--- src/hdl/cth_pkg.sv ---
// Shared types and constants for the cross-tabulation histogram core.
package cth_pkg;

	// Field widths fixed by the item formats
	localparam int KIND_W   = 2;
	localparam int CLASS_W  = 8;
	localparam int NCLS_W   = 5;
	localparam int CODE_W   = 14;
	localparam int COUNT_W  = 32;

	localparam logic [NCLS_W-1:0] RESET_CLASSES = 5'd10;

	// Item kinds
	localparam logic [KIND_W-1:0] KIND_PIXEL = 2'd0;
	localparam logic [KIND_W-1:0] KIND_READ  = 2'd1;
	localparam logic [KIND_W-1:0] KIND_CLEAR = 2'd2;
	localparam logic [KIND_W-1:0] KIND_NOP   = 2'd3;

	// Source of the count field of a result
	localparam logic [1:0] SRC_ZERO = 2'd0;
	localparam logic [1:0] SRC_CELL = 2'd1;
	localparam logic [1:0] SRC_ROW  = 2'd2;
	localparam logic [1:0] SRC_COL  = 2'd3;

	typedef struct packed {
		logic [KIND_W-1:0]  kind;
		logic [CLASS_W-1:0] class_a;
		logic [CLASS_W-1:0] class_b;
		logic               nodata_a;
		logic               nodata_b;
		logic [NCLS_W-1:0]  read_row;
	} req_item_t;

	typedef struct packed {
		logic signed [CODE_W-1:0] combined_code;
		logic                     code_valid;
		logic [COUNT_W-1:0]       count;
		logic                     last;
	} rsp_item_t;

	// One step of a read run, from the sequencer to the datapath
	typedef struct packed {
		logic              issue;
		logic [1:0]        src;
		logic [NCLS_W-1:0] row;
		logic [NCLS_W-1:0] col;
		logic              last;
	} seq_cmd_t;

endpackage

--- src/hdl/cth_seq.sv ---
// Read-run sequencer: a row plus its total, column totals, or a zero result.
module cth_seq (
	input  logic                          clk,
	input  logic                          arst_n,
	input  logic                          start,
	input  logic [cth_pkg::NCLS_W-1:0]    read_row,
	input  logic [cth_pkg::NCLS_W-1:0]    n_eff,
	input  logic                          advance,
	output logic                          busy,
	output cth_pkg::seq_cmd_t             cmd
);

	localparam logic [1:0] MODE_ROW  = 2'd0;
	localparam logic [1:0] MODE_COL  = 2'd1;
	localparam logic [1:0] MODE_NONE = 2'd2;

	logic                         active_q;
	logic [1:0]                   mode_q;
	logic [cth_pkg::NCLS_W-1:0]   row_q;
	logic [cth_pkg::NCLS_W-1:0]   col_q;

	assign busy = active_q;

	// Decode the current step
	always_comb begin
		cmd.issue = active_q && advance;
		cmd.row   = row_q;
		cmd.col   = col_q;
		cmd.src   = cth_pkg::SRC_ZERO;
		cmd.last  = 1'b1;
		unique case (mode_q)
			MODE_ROW: begin
				if (col_q < n_eff) begin
					cmd.src  = cth_pkg::SRC_CELL;
					cmd.last = 1'b0;
				end else begin
					cmd.src  = cth_pkg::SRC_ROW;
					cmd.last = 1'b1;
				end
			end
			MODE_COL: begin
				cmd.src  = cth_pkg::SRC_COL;
				cmd.last = (col_q == n_eff - 5'd1);
			end
			default: begin
				cmd.src  = cth_pkg::SRC_ZERO;
				cmd.last = 1'b1;
			end
		endcase
	end

	// Load a run on start, advance one step per issued transfer
	always_ff @(posedge clk or negedge arst_n) begin
		if (!arst_n) begin
			active_q <= 1'b0;
			mode_q   <= MODE_NONE;
			row_q    <= '0;
			col_q    <= '0;
		end else if (start) begin
			active_q <= 1'b1;
			row_q    <= read_row;
			col_q    <= '0;
			if (read_row < n_eff) begin
				mode_q <= MODE_ROW;
			end else if (read_row == n_eff) begin
				mode_q <= MODE_COL;
			end else begin
				mode_q <= MODE_NONE;
			end
		end else if (cmd.issue) begin
			if (cmd.last) begin
				active_q <= 1'b0;
			end else begin
				col_q <= col_q + 5'd1;
			end
		end
	end

endmodule

--- config.mk ---
export PLATFORM = sky130hd
export DESIGN_NAME = cth_seq
export DESIGN_NICKNAME = d
export VERILOG_FILES = /design/src/hdl/cth_pkg.sv /design/src/hdl/cth_seq.sv
export SDC_FILE = /design/constraint.sdc
export NUM_CORES = 1
export LEC_CHECK = 0
export CAP_MARGIN = 20
export CORE_MARGIN = 1.5
export CORE_UTILIZATION = 61
export DETAILED_ROUTE_END_ITERATION = 6
export DONT_BUFFER_PORTS = 1
export PLACE_DENSITY = 0.76
export SLEW_MARGIN = 10
export SYNTH_ARGS = -nofsm -noshare
export SYNTH_HDL_FRONTEND = slang
export SYNTH_SLANG_ARGS = --single-unit
--- constraint.sdc ---
create_clock -name clk -period 2.5 [get_ports clk]
set_input_delay 0.375 -clock clk [delete_from_list [all_inputs] [get_ports clk]]
set_output_delay 0.375 -clock clk [all_outputs]
set_load 0.05 [all_outputs]
== Word-level counts from Yosys, hierarchy flattened ==
Index checks and enable logic that the tools add are counted.
Word-level totals
  bits in registers: 13
  logic and storage cells: 30
Operators by class
  reduce and logical (&&, ||, !) cells: 6
  eq/ne operators: 4
  add/sub/neg operators: 2
  order comparisons: 2
  mux-type cells: 12
Operators by type and width (count)
  $mux W5: 3
  $eq A5 B5 Y1: 2
  $lt A5 B5 Y1: 2
  $mux W2: 3
  $add A5 B1 Y5 const B: 1
  $sub A5 B1 Y5 const B: 1
  $mux W1: 4
  $pmux W2 S2: 1
  $reduce_and A2 Y1: 2
  $reduce_bool A2 Y1: 2
  $eq A2 B1 Y1 const B: 1
  $logic_not A2 Y1: 1
  $ne A2 B2 Y1 const B: 1
  $pmux W1 S2: 1
  $logic_and A1 B1 Y1: 1

== Longest topological paths before layout ==
  word-level depth: 6
  mapped depth: 8

== Worst setup path before layout ==
Ideal clock, no wire load.
  path type: reg-to-output
  start point: reg col_q[1] (netlist bit)
  end point: out cmd[0] (netlist bit)
  data required time: 2.125 ns
  cell stages (with the launch flop): 7
  arrival time: 2.361 ns
  setup slack: -0.236 ns
  cell sequence: dfrtp_1 > ha_1 > nor2b_1 > o31ai_1 > a21oi_1 > inv_1 > nand2b_1
RTL lines
  start: declaration: RTL line cth_seq.sv:20  | logic [cth_pkg::NCLS_W-1:0] col_q;
  start signal: assignment: RTL line cth_seq.sv:74  | col_q <= col_q + 5'd1;
  end: declaration: RTL line cth_seq.sv:10  | output cth_pkg::seq_cmd_t cmd

==> results_dict.tcl <==
set metrics [dict create \
    grt_max_degree 14 \
    synth_area_um2 975 \
    slowest_delay_ns 0.47 \
    htree_levels 1 \
    antenna_found_initial 0 \
    n_antenna_cell 0 \
    clkLatencyLatePin_ns 0.29 \
    hpwl_mm 1.67 \
    period_share_pct 96.3 \
    routed_via_density 6.13 \
    ys_top_cells_by_area "dfrtp_1 31%, ha_1 15%, mux2_2 5.8%" \
    hold_violations 0 \
    hold_class "input pin to register" \
    tns_ns 0 \
    p_leak_uw 0.000502 \
    required_ns 2.12 \
    cts_sinks 13 \
    vias 760 \
    path_depth 5 \
    finalMaxSlewViolations 0 \
    rows 14 \
    final_cell_area_mm2 0.00110 \
    cp_max_fo 8 \
    critPathBufInv 1 \
    nets 135 \
    synth_top_area_cell "dfrtp_1" \
    status "finished clean" \
    wirelength_mm 2.12 \
    synth_common_cells "12 x dfrtp_1, 12 x ha_1, 10 x inv_1" \
    finClkSkew_ns 0.0111 \
    port-buffer-count 0 \
    design.die.area_mm2 0.00185 \
    rrSetupSlack_ns 0.43 \
    worstMarginPinSlew_ns 0.604 \
    timing.fmax_mhz 416 \
    drc 0 \
    worstSetupPathType "register to output pin" \
    ant_nets 0 \
    start_util_pct 64.7 \
    grt_pass1_vias 817 \
    fin_ws_ns 0.0934 \
    synth.top_cell.area_share_pct 30.8 \
    crit_chain "inv_1 > ha_1 > nand3b_1 > nor4_4 > nand2b_4" \
    drt-initial-drc-count 8 \
    synthDistinctLibCells 31 \
    rsz0062_at_grt "false" \
    period_needed_ns 2.41 \
    dp_slack_ns 0.230 \
    cts_tree "yes" \
    finalSetupViolCount 0 \
    yosys_most_used_dff "dfrtp_1" \
    async_flop_share_pct 100 \
    die_h_um 43.0 \
    min_path_cells 1 \
    syn_to_final_growth_pct 12.8 \
    synth_edf_count 0 \
    reg2reg_depth 6 \
    synthCells 97 \
    ioPinCount 29 \
    maxCapViolations 0 \
    holdWs_ns 0.129 \
    slowest_stage "nor4_4" \
    placed_area_mm2 0.00105 \
    dr.pass1.iters 4 \
    cts-root-buf "clkbuf_4" \
    syn_area_per_cell_um2 10.0 \
    routabilityCongestion 0.794 \
    arrival_ns 2.03 \
    routedWlPerCell_um 17.1 \
    cts_buffers 3 \
    final_layout_size_suffix_gt1_share_pct 27.8 \
    die_w_um 43.0 \
    overflow 0 \
    fp.coreArea_mm2 0.00151 \
    grt_pass1_wl_mm 3.62 \
    ys_ff_latch 13 \
    relSlewSlack_pct 59.6 \
    cp-start-kind "register" \
    ir_drop_mv 0.441 \
    yosysWarnings 0 \
    syn-num-nets 123 \
    dp_cells 119 \
    postCtsSetupRepairBufs 0 \
    clkTransAtPathRegs_ns 0.09 \
    seq_area_frac_synth_pct 33.5 \
    worstSetupEndpointType "output pin" \
    clk_path_buf_depth 2 \
    fin_cells 124 \
    pwr_density_cell_mw_per_mm2 536 \
    crit_family "simple AND/OR/NAND/NOR gates" \
    grt_usage_pct 27.0 \
]
metal layers:
layer | wire length, µm | track usage (%)
met1 | 941 | 34.3
met2 | 991 | 41.5
met3 | 151 | 9.79
met4 | 37 | 11.5
met5 | 0 | 0
layout make-up:
type,count,area [µm²]
clock buffer,3,22.5
sequential,13,330
fill,119,407
multi-input combinational,72,614
clock inverter,1,5.00
timing repair buffer,9,70.1
tap,16,20.0
inverter,10,37.5
kinds of logic after synthesis:
| kind of cell | synth area share (%) |
|---|---|
| buffers and inverters | 4.62 |
| and+or+nand+nor | 19.4 |
| muxes | 8.34 |
| AOI/OAI and AO/OA | 11.7 |
| adders and majority gates | 15.4 |
| xor gates and xnor gates | 7.06 |
| DFF | 33.5 |
metrics by stage:
stage / util (%) / total power [µW]
finish: 73.0 / 589
global route: 73.0 / 617
CTS: 72.7 / 590
detailed placement: 69.9 / 444
global placement: 69.9 / 437
floorplan: - / 410
sequential cells by signal (all words and copies together), names as in the netlist:
signal and cells:
row_q 5, busy 1, col_q 5, mode_q 2
worst paths after layout:
check / from / endpoint
worst max-delay path: col_q[0] / cmd[0]
worst min-delay path: start / col_q[3]
worst max register to register: col_q[1] / col_q[0]
worst min register to register: mode_q[1] / mode_q[1]
max in group asynchronous: arst_n / col_q[0]
min in group asynchronous: arst_n / col_q[3]
cells in the final DEF, fill, tap and decap left out, types with 2 or more instances in the layout:
cell | Yosys | final
o2bb2ai_1 | 2 | 2
buf_4 | 0 | 8
inv_1 | 10 | 9
a21oi_1 | 6 | 5
nor2_1 | 4 | 4
nand2b_1 | 3 | 2
ha_1 | 12 | 12
nand2_1 | 4 | 4
and3_1 | 2 | 2
o31ai_1 | 5 | 5
dfrtp_1 | 12 | 9
dfrtp_2 | 0 | 3
mux2_2 | 5 | 5
nor2b_1 | 2 | 2
nor3b_2 | 2 | 2
nand4_1 | 2 | 2
xnor2_1 | 5 | 5
clkbuf_4 | 0 | 3
or4_1 | 3 | 3
o21ai_0 | 3 | 3
repair_timing:
item,4_1_cts,5_1_grt
setup endpoints to repair,1,1
gates cloned,0,0
hold endpoints to repair,13,0
hold buffers,1,0
resized for setup,1,1
power breakdown:
group	switching, µW	internal (µW)	total (µW)
clock network	80.3	59.6	140
logic	109	64.5	173
registers	47.3	229	276
(Power assumes the default switching activity.)
